**src/sv/ilp_pkg.sv**
```systemverilog
package ilp_pkg;

    typedef enum logic [2:0] {
        PH_IDLE,
        PH_SIGN,
        PH_SPACE,
        PH_ZERO,
        PH_FIRST,
        PH_DIGITS
    } phase_t;

    typedef enum logic [1:0] {
        RADIX_8,
        RADIX_10,
        RADIX_16
    } radix_t;

    typedef enum logic [2:0] {
        ST_OK,
        ST_NO_DIGIT,
        ST_BAD_DIGIT,
        ST_OVERFLOW,
        ST_UNDERFLOW,
        ST_RANGE
    } status_t;

    typedef struct packed {
        logic               start_req;
        logic [7:0]         char_in;
        logic               end_of_input;
        logic signed [31:0] min_limit;
        logic signed [31:0] max_limit;
    } item_t;

    typedef struct packed {
        logic               valid;
        logic signed [31:0] value;
        status_t            status;
    } result_t;

endpackage

```
**src/sv/ilp_core.sv**
```systemverilog
module ilp_core (
    input  logic            aclk,
    input  logic            aresetn,
    input  logic            step,
    input  ilp_pkg::item_t  item,
    output ilp_pkg::result_t res
);

    localparam logic [7:0] CH_PLUS  = 8'h2B;
    localparam logic [7:0] CH_MINUS = 8'h2D;
    localparam logic [7:0] CH_ZERO  = 8'h30;
    localparam logic [7:0] CH_SPACE = 8'h20;
    localparam logic [7:0] CH_TAB   = 8'h09;
    localparam logic [7:0] CH_CR    = 8'h0D;
    localparam logic [7:0] CH_LX    = 8'h78;
    localparam logic [7:0] CH_UX    = 8'h58;

    localparam logic signed [37:0] ACC_MAX = 38'sd2147483647;
    localparam logic signed [37:0] ACC_MIN = -38'sd2147483648;

    ilp_pkg::phase_t    phase_reg, phase_next;
    logic               neg_reg, neg_next;
    ilp_pkg::radix_t    radix_reg, radix_next;
    logic signed [31:0] acc_reg, acc_next;
    logic signed [31:0] lo_reg, lo_next;
    logic signed [31:0] hi_reg, hi_next;

    ilp_pkg::phase_t    ph_eff, ph_work;
    logic               neg_eff;
    ilp_pkg::radix_t    rad_eff, rad_use;
    logic signed [31:0] acc_eff, lo_eff, hi_eff;

    logic               has_char, is_plus, is_minus, is_space, is_zero, is_x, sign_taken;
    logic               hex_ok, digit_ok, take_ok, range_bad;
    logic [3:0]         hex_val;
    logic signed [37:0] acc_ext, prod, sum;
    ilp_pkg::status_t   take_status;

    function automatic logic [4:0] hex_decode(input logic [7:0] c);
        logic [4:0] r;
        r = 5'd0;
        if (c >= 8'h30 && c <= 8'h39) begin
            r = {1'b1, 4'(c - 8'h30)};
        end else if (c >= 8'h61 && c <= 8'h66) begin
            r = {1'b1, 4'(c - 8'h57)};
        end else if (c >= 8'h41 && c <= 8'h46) begin
            r = {1'b1, 4'(c - 8'h37)};
        end
        return r;
    endfunction

    // A start item restarts the parse before its character is looked at.
    assign ph_eff  = item.start_req ? ilp_pkg::PH_SIGN  : phase_reg;
    assign neg_eff = item.start_req ? 1'b0              : neg_reg;
    assign rad_eff = item.start_req ? ilp_pkg::RADIX_10 : radix_reg;
    assign acc_eff = item.start_req ? 32'sd0            : acc_reg;
    assign lo_eff  = item.start_req ? item.min_limit    : lo_reg;
    assign hi_eff  = item.start_req ? item.max_limit    : hi_reg;

    assign has_char = !item.end_of_input;
    assign is_plus  = has_char && item.char_in == CH_PLUS;
    assign is_minus = has_char && item.char_in == CH_MINUS;
    assign is_space = has_char && (item.char_in == CH_SPACE ||
                      (item.char_in >= CH_TAB && item.char_in <= CH_CR));
    assign is_zero  = has_char && item.char_in == CH_ZERO;
    assign is_x     = has_char && (item.char_in == CH_LX || item.char_in == CH_UX);
    assign {hex_ok, hex_val} = has_char ? hex_decode(item.char_in) : 5'd0;

    // A non-sign character in the sign phase is handled as in the space phase.
    assign sign_taken = ph_eff == ilp_pkg::PH_SIGN && (is_plus || is_minus);
    assign ph_work    = (ph_eff == ilp_pkg::PH_SIGN) ? ilp_pkg::PH_SPACE : ph_eff;
    assign rad_use    = (ph_work == ilp_pkg::PH_ZERO) ? ilp_pkg::RADIX_8 : rad_eff;

    always_comb begin
        acc_ext = 38'(acc_eff);
        case (rad_use)
            ilp_pkg::RADIX_8: begin
                digit_ok = !hex_val[3];
                prod     = acc_ext <<< 3;
            end
            ilp_pkg::RADIX_16: begin
                digit_ok = 1'b1;
                prod     = acc_ext <<< 4;
            end
            default: begin
                digit_ok = hex_val < 4'd10;
                prod     = (acc_ext <<< 3) + (acc_ext <<< 1);
            end
        endcase
    end

    assign sum = neg_eff ? prod - $signed({34'd0, hex_val}) : prod + $signed({34'd0, hex_val});

    always_comb begin
        if (!digit_ok) begin
            take_status = ilp_pkg::ST_BAD_DIGIT;
        end else if (!neg_eff && sum > ACC_MAX) begin
            take_status = ilp_pkg::ST_OVERFLOW;
        end else if (neg_eff && sum < ACC_MIN) begin
            take_status = ilp_pkg::ST_UNDERFLOW;
        end else begin
            take_status = ilp_pkg::ST_OK;
        end
    end

    assign take_ok   = take_status == ilp_pkg::ST_OK;
    assign range_bad = acc_eff > hi_eff || acc_eff < lo_eff;

    // Next phase.
    always_comb begin
        phase_next = phase_reg;
        if (step) begin
            if (ph_eff == ilp_pkg::PH_IDLE) begin
                phase_next = ilp_pkg::PH_IDLE;
            end else if (sign_taken) begin
                phase_next = ilp_pkg::PH_SPACE;
            end else begin
                case (ph_work)
                    ilp_pkg::PH_SPACE: begin
                        if (is_space) begin
                            phase_next = ilp_pkg::PH_SPACE;
                        end else if (is_zero) begin
                            phase_next = ilp_pkg::PH_ZERO;
                        end else if (hex_ok && take_ok) begin
                            phase_next = ilp_pkg::PH_DIGITS;
                        end else begin
                            phase_next = ilp_pkg::PH_IDLE;
                        end
                    end
                    ilp_pkg::PH_ZERO: begin
                        if (is_x) begin
                            phase_next = ilp_pkg::PH_FIRST;
                        end else if (hex_ok && take_ok) begin
                            phase_next = ilp_pkg::PH_DIGITS;
                        end else begin
                            phase_next = ilp_pkg::PH_IDLE;
                        end
                    end
                    ilp_pkg::PH_FIRST, ilp_pkg::PH_DIGITS: begin
                        if (hex_ok && take_ok) begin
                            phase_next = ilp_pkg::PH_DIGITS;
                        end else begin
                            phase_next = ilp_pkg::PH_IDLE;
                        end
                    end
                    default: begin
                        phase_next = ilp_pkg::PH_IDLE;
                    end
                endcase
            end
        end
    end

    // Datapath updates and result.
    always_comb begin
        neg_next   = neg_reg;
        radix_next = radix_reg;
        acc_next   = acc_reg;
        lo_next    = lo_reg;
        hi_next    = hi_reg;
        res.valid  = 1'b0;
        res.value  = 32'sd0;
        res.status = ilp_pkg::ST_OK;
        if (step) begin
            neg_next   = neg_eff;
            radix_next = rad_eff;
            acc_next   = acc_eff;
            lo_next    = lo_eff;
            hi_next    = hi_eff;
            if (ph_eff != ilp_pkg::PH_IDLE) begin
                if (sign_taken) begin
                    neg_next = is_minus;
                end else begin
                    case (ph_work)
                        ilp_pkg::PH_SPACE, ilp_pkg::PH_FIRST: begin
                            if (ph_work == ilp_pkg::PH_SPACE && (is_space || is_zero)) begin
                                res.valid = 1'b0;
                            end else if (!hex_ok) begin
                                res.valid  = 1'b1;
                                res.status = ilp_pkg::ST_NO_DIGIT;
                            end else if (take_ok) begin
                                acc_next = sum[31:0];
                            end else begin
                                res.valid  = 1'b1;
                                res.status = take_status;
                            end
                        end
                        ilp_pkg::PH_ZERO, ilp_pkg::PH_DIGITS: begin
                            if (ph_work == ilp_pkg::PH_ZERO && is_x) begin
                                radix_next = ilp_pkg::RADIX_16;
                            end else if (!hex_ok) begin
                                res.valid = 1'b1;
                                if (range_bad) begin
                                    res.status = ilp_pkg::ST_RANGE;
                                end else begin
                                    res.value = acc_eff;
                                end
                            end else begin
                                radix_next = rad_use;
                                if (take_ok) begin
                                    acc_next = sum[31:0];
                                end else begin
                                    res.valid  = 1'b1;
                                    res.status = take_status;
                                end
                            end
                        end
                        default: begin
                            res.valid = 1'b0;
                        end
                    endcase
                end
            end
        end
    end

    always_ff @(posedge aclk) begin
        if (!aresetn) begin
            phase_reg <= ilp_pkg::PH_IDLE;
            neg_reg   <= 1'b0;
            radix_reg <= ilp_pkg::RADIX_10;
            acc_reg   <= 32'sd0;
            lo_reg    <= 32'sd0;
            hi_reg    <= 32'sd0;
        end else begin
            phase_reg <= phase_next;
            neg_reg   <= neg_next;
            radix_reg <= radix_next;
            acc_reg   <= acc_next;
            lo_reg    <= lo_next;
            hi_reg    <= hi_next;
        end
    end

    a_result_ends_parse: assert property (@(posedge aclk) disable iff (!aresetn)
        step && res.valid |=> phase_reg == ilp_pkg::PH_IDLE)
        else $error("parser did not return to idle after a result");

    a_error_value_zero: assert property (@(posedge aclk) disable iff (!aresetn)
        res.valid && res.status != ilp_pkg::ST_OK |-> res.value == 32'sd0)
        else $error("error result carries a nonzero value");

    a_acc_sign: assert property (@(posedge aclk) disable iff (!aresetn)
        phase_reg == ilp_pkg::PH_DIGITS |-> (neg_reg ? (acc_reg[31] || acc_reg == 32'sd0)
                                                     : !acc_reg[31]))
        else $error("accumulator sign disagrees with the literal's sign");

endmodule

```
**src/sv/integer_literal_parser_unit.sv**
```systemverilog
// A character transfer is registered in the input register and parsed once the
// result register can take its result; a result (if any) is registered there
// and shown on m_valid. Throughput: one character per cycle while m_ready is
// high; the digit accumulate (shift-add by 8, 10 or 16, range check) is combinational.
// Reset: aresetn is synchronous, active low; it empties both registers and
// returns the parser to idle with radix ten and zero bounds.
module integer_literal_parser_unit (
    input  logic               aclk,
    input  logic               aresetn,
    input  logic               s_valid,
    output logic               s_ready,
    input  logic               s_start_req,
    input  logic [7:0]         s_char_in,
    input  logic               s_end_of_input,
    input  logic signed [31:0] s_min_limit,
    input  logic signed [31:0] s_max_limit,
    output logic               m_valid,
    input  logic               m_ready,
    output logic signed [31:0] m_parsed_value,
    output logic [2:0]         m_status
);

    // Input register: one character waiting to be parsed.
    logic             in_valid_reg, in_valid_next;
    ilp_pkg::item_t   item_reg, item_next;

    // Result register: one finished result waiting for its transfer.
    logic               m_valid_reg, m_valid_next;
    logic signed [31:0] value_reg, value_next;
    ilp_pkg::status_t   status_reg, status_next;

    logic             step;
    ilp_pkg::result_t res;

    // Parse the held character once the result register can take whatever it
    // may produce: either it is empty or its result leaves in this cycle.
    assign step    = in_valid_reg && (!m_valid_reg || m_ready);
    assign s_ready = !in_valid_reg || step;

    ilp_core u_core (
        .aclk    (aclk),
        .aresetn (aresetn),
        .step    (step),
        .item    (item_reg),
        .res     (res)
    );

    always_comb begin
        // Advance the input register on a transfer, drop it once parsed.
        in_valid_next = in_valid_reg;
        item_next     = item_reg;
        if (s_valid && s_ready) begin
            in_valid_next          = 1'b1;
            item_next.start_req    = s_start_req;
            item_next.char_in      = s_char_in;
            item_next.end_of_input = s_end_of_input;
            item_next.min_limit    = s_min_limit;
            item_next.max_limit    = s_max_limit;
        end else if (step) begin
            in_valid_next = 1'b0;
        end

        // Load a new result, or drop the old one after its transfer.
        m_valid_next = m_valid_reg;
        value_next   = value_reg;
        status_next  = status_reg;
        if (step && res.valid) begin
            m_valid_next = 1'b1;
            value_next   = res.value;
            status_next  = res.status;
        end else if (m_ready) begin
            m_valid_next = 1'b0;
        end
    end

    always_ff @(posedge aclk) begin
        if (!aresetn) begin
            in_valid_reg <= 1'b0;
            m_valid_reg  <= 1'b0;
        end else begin
            in_valid_reg <= in_valid_next;
            m_valid_reg  <= m_valid_next;
        end
        item_reg   <= item_next;
        value_reg  <= value_next;
        status_reg <= status_next;
    end

    assign m_valid        = m_valid_reg;
    assign m_parsed_value = value_reg;
    assign m_status       = status_reg;

    // A held character is never lost while the output side stalls.
    a_hold_input: assert property (@(posedge aclk) disable iff (!aresetn)
        in_valid_reg && !step |=> in_valid_reg)
        else $error("pending character dropped without being parsed");

    // A waiting result is not overwritten by a new one.
    a_no_overwrite: assert property (@(posedge aclk) disable iff (!aresetn)
        m_valid_reg && !m_ready |-> !step)
        else $error("parser advanced while a result was stalled");

    // A result shows up only after a character was parsed.
    a_result_from_step: assert property (@(posedge aclk) disable iff (!aresetn)
        $rose(m_valid_reg) |-> $past(step))
        else $error("result appeared without a parse step");

endmodule

```
**config.mk**
```make
export PLATFORM = sky130hd
export DESIGN_NAME = integer_literal_parser_unit
export DESIGN_NICKNAME = d
export VERILOG_FILES = /design/src/sv/ilp_pkg.sv /design/src/sv/ilp_core.sv /design/src/sv/integer_literal_parser_unit.sv
export SDC_FILE = /design/constraint.sdc
export NUM_CORES = 1
export LEC_CHECK = 0
export ABC_AREA = 1
export BUFFER_PORTS_ARGS = -buffer_cell sky130_fd_sc_hd__buf_2
export CELL_PAD_IN_SITES_DETAIL_PLACEMENT = 0
export CELL_PAD_IN_SITES_GLOBAL_PLACEMENT = 1
export CORE_MARGIN = 2
export CORE_UTILIZATION = 46
export DETAILED_ROUTE_END_ITERATION = 10
export PLACE_DENSITY_LB_ADDON = 0.1
export SKIP_CTS_REPAIR_TIMING = 1
export SLEW_MARGIN = 10
export SYNTH_ARGS = -nofsm -noshare
export SYNTH_HDL_FRONTEND = slang
export SYNTH_SLANG_ARGS = --single-unit
```
**constraint.sdc**
```tcl
create_clock -name aclk -period 7.7 [get_ports aclk]
set_input_delay 1.54 -clock aclk [delete_from_list [all_inputs] [get_ports aclk]]
set_output_delay 1.54 -clock aclk [all_outputs]
set_load 0.05 [all_outputs]
```
==> reports/summary.txt <==
Slowest CP cell: edfxtp_1
# port buffers: 114
Peak supply drop: 0.1552 mV
Synth top area cells: edfxtp_1 22%, dfxtp_1 14%, ha_1 12%
Worst Path Buf+Inv: 5
Max-cap violations: 0
Rows: 65
Comb power frac: 0.299
Max_slew headroom: 0.3205
Synth Area in Compound Gates: 0.1889
Arrival time worst endpoint: 7.26 ns
Root Buffer: clkbuf_16
Leak Pwr: 7.802 nW
Status: finished clean
HP Start: u_core.hi_reg[0]
Net count after synthesis: 2097
Drc violations: 0
Antenna diodes: 0
Worst Skew: 0.01382 ns
Routed Antenna Nets: 0
Routed wire length: 44320 microns
FF+latch area: 5355 sq um
Nets: 2218
Post-synthesis mux area share: 0.04203
CP Depth: 40
Fin. max-slew vios: 0
Layout area overhead: 13.58%
Synth Cell Area: 14770 sq um
Pwr/cell area: 212.0 nW/um^2
Initial antenna violation count: 0
First-pass GRT wire length: 68790 microns
CTS buffer count: 25
Avg Inst Size Synth: 7.855 sq um
Synth Area in XOR/XNOR: 0.02788
Clock network power share: 0.339
Hold path depth: 2
CP dominant cell by count: nand2_1
Critical Path RT: 7.99 ns
Switch share: 0.3490
Top-area cell type share of the netlist area: 0.2217
Adder-cell share of the synthesized area: 0.1188
Filler Cells Inserted: 3144
Clk Latency, worst-skew pair: 0.56 ns
GRT Total Usage: 0.2590
CTS tree: yes
Area leader, netlist: edfxtp_1
DR pass1 iterations: 5
Share of cells above drive strength 1: 0.1168
Design area: 16770 sq um
Finish-stage setup viols: 0
Primary FF master, synth: edfxtp_1
Share of power burned in registers: 0.362
DP HPWL: 33160 microns
Vias per inst: 5.480
Die ar.: 33550 sq um
Minimum clock period: 6.971 ns
Core region area: 31560 sq um
Die X: 183.2 microns
Crit start category: flip-flop
Crit path max fanout: 25
Setup crit start: item_reg[73]
H-tree depth: 1
Placed cell areas: 15890 sq um
Final Core Density: 0.5315
Post-DR wirelength/cell: 18.30 microns
Internal: 2.315 mW
Largest net degree at the start of global routing: 106
Most common cell in the netlist: nand2_1
Fmax: 143.5 MHz
Cells after Synth: 1880
Final hold vios: 0
CTS sink cnt: 213
Die height: 183.2 microns
Worst Tran Pin Value: 1.019 ns
Max clock buf depth: 3
Largest family of logic cells by synthesized area: compound AO/OA/AOI/OAI gates
CP Capture Type: flip-flop
Worst Hold Class: flip-flop to flip-flop
Cell depth of the worst flop-to-flop path: 40
Number of global-route vias before repair: 12.74k
Setup TNS Final: 0 ns
Synthesized flop and latch total: 213
P_sw: 1.241 mW
Max incr delay on CP: 0.54 ns
Synth Warn #: 0
Worst r2r src: item_reg[73]
Final Cycle Share: 0.9053
Max reg flops: 74
Clk pin slew, worst setup/hold paths: 0.06 ns
RSZ-0062 raised after global routing: false
Footprint of the multi-input gates: 8284 sq um
GP Congestion: 0.9159
Top Ports: 115
Initial core utilization: 0.4680
DRT iter0 DRCs: 885
Post-synth EDFFs: 109
Synth Area in Simple Gates: 0.1815
Post-synthesis sequential area ratio: 0.3627
Critical path type: flip-flop to flip-flop
Top delay family on crit path: simple AND/OR/NAND/NOR gates
GRT overflow: 0
Total number of vias: 13.27k
Distinct cells, synth: 52
Async S/R FF share, synth: 0
Post-synth top cells: 282 x nand2_1, 232 x inv_1, 224 x nor2_1
[area by class of cell]
cell class	instances	share of cell area
multi-input cells	1367	0.4939
clock inverters	11	0.005968
clock buffers	35	0.04439
inverters	239	0.05386
repair buffers	155	0.05259
well taps	402	0.02999
flip-flops and latches	213	0.3193
[cells in the final DEF (no fill, tap or decap), types with 13 or more instances in the layout]
cell type	n
clkbuf_16	26
buf_2	114
a211oi_1	67
inv_1	230
o21ai_1	51
nand4_1	16
dfxtp_1	104
o221ai_1	19
xor2_1	32
nand2_1	281
a31oi_1	16
nand2_2	13
a21oi_1	199
o22ai_1	13
nand3_1	45
ha_1	137
o21ai_0	75
nor2_1	222
nor3_1	39
buf_4	40
edfxtp_1	109
xnor2_1	15
mux2i_1	62
[metal layers]
metal  wire length, microns  GRT usage  share of wire
met1                  21700     0.3740           0.49
met2                  19350     0.4139           0.44
met3                   2357    0.03336          0.053
met4                    914    0.05728          0.021
met5                      0          0              0
[kinds of logic (layout without fill, tap and decap cells)]
kind of cell | Yosys count | in the layout
AOI/OAI and AO/OA | 479 | 479
xor gates and xnor gates | 47 | 47
adders and majority gates | 139 | 139
buffers and inverters | 301 | 440
DFF | 213 | 213
muxes | 62 | 62
and+or+nand+nor | 639 | 640
[stage by stage]
step                      hold slack [ns]  cells  setup slack, ns  total power, mW
final                              0.4460   2422           0.7291            3.556
after detailed placement           0.4401   2374           0.4505            2.349
after CTS                          0.4491   2420           0.4137            3.565
after floorplan                    0.4238   1880            1.445            2.046
after global placement             0.4324   2374           0.7324            2.347
after global routing               0.4787   2422          0.05383            3.752
[tightest hold or removal path, stage by stage, from the launching register on]
cell and delay, ns:
dfxtp_1 0.30, inv_1 0.05, a21oi_1 0.05
[path summary, 6_finish.rpt]
path | end | slack (ns)
max | m_parsed_value[30] | 0.73
min | u_core.hi_reg[0] | 0.45
max reg2reg | m_parsed_value[30] | 0.73
min reg2reg | u_core.hi_reg[0] | 0.45
[power groups by stage]
| stage | logic [mW] | registers (mW) | clock network (mW) |
|---|---|---|---|
| after detailed placement | 1.04 | 1.31 | 0 |
| after floorplan | 0.719 | 1.33 | 0 |
| after global routing | 1.18 | 1.29 | 1.28 |
| final | 1.06 | 1.29 | 1.21 |
| after CTS | 1.04 | 1.29 | 1.23 |
| after global placement | 1.04 | 1.31 | 0 |
Power figures use the tool's default switching activity.
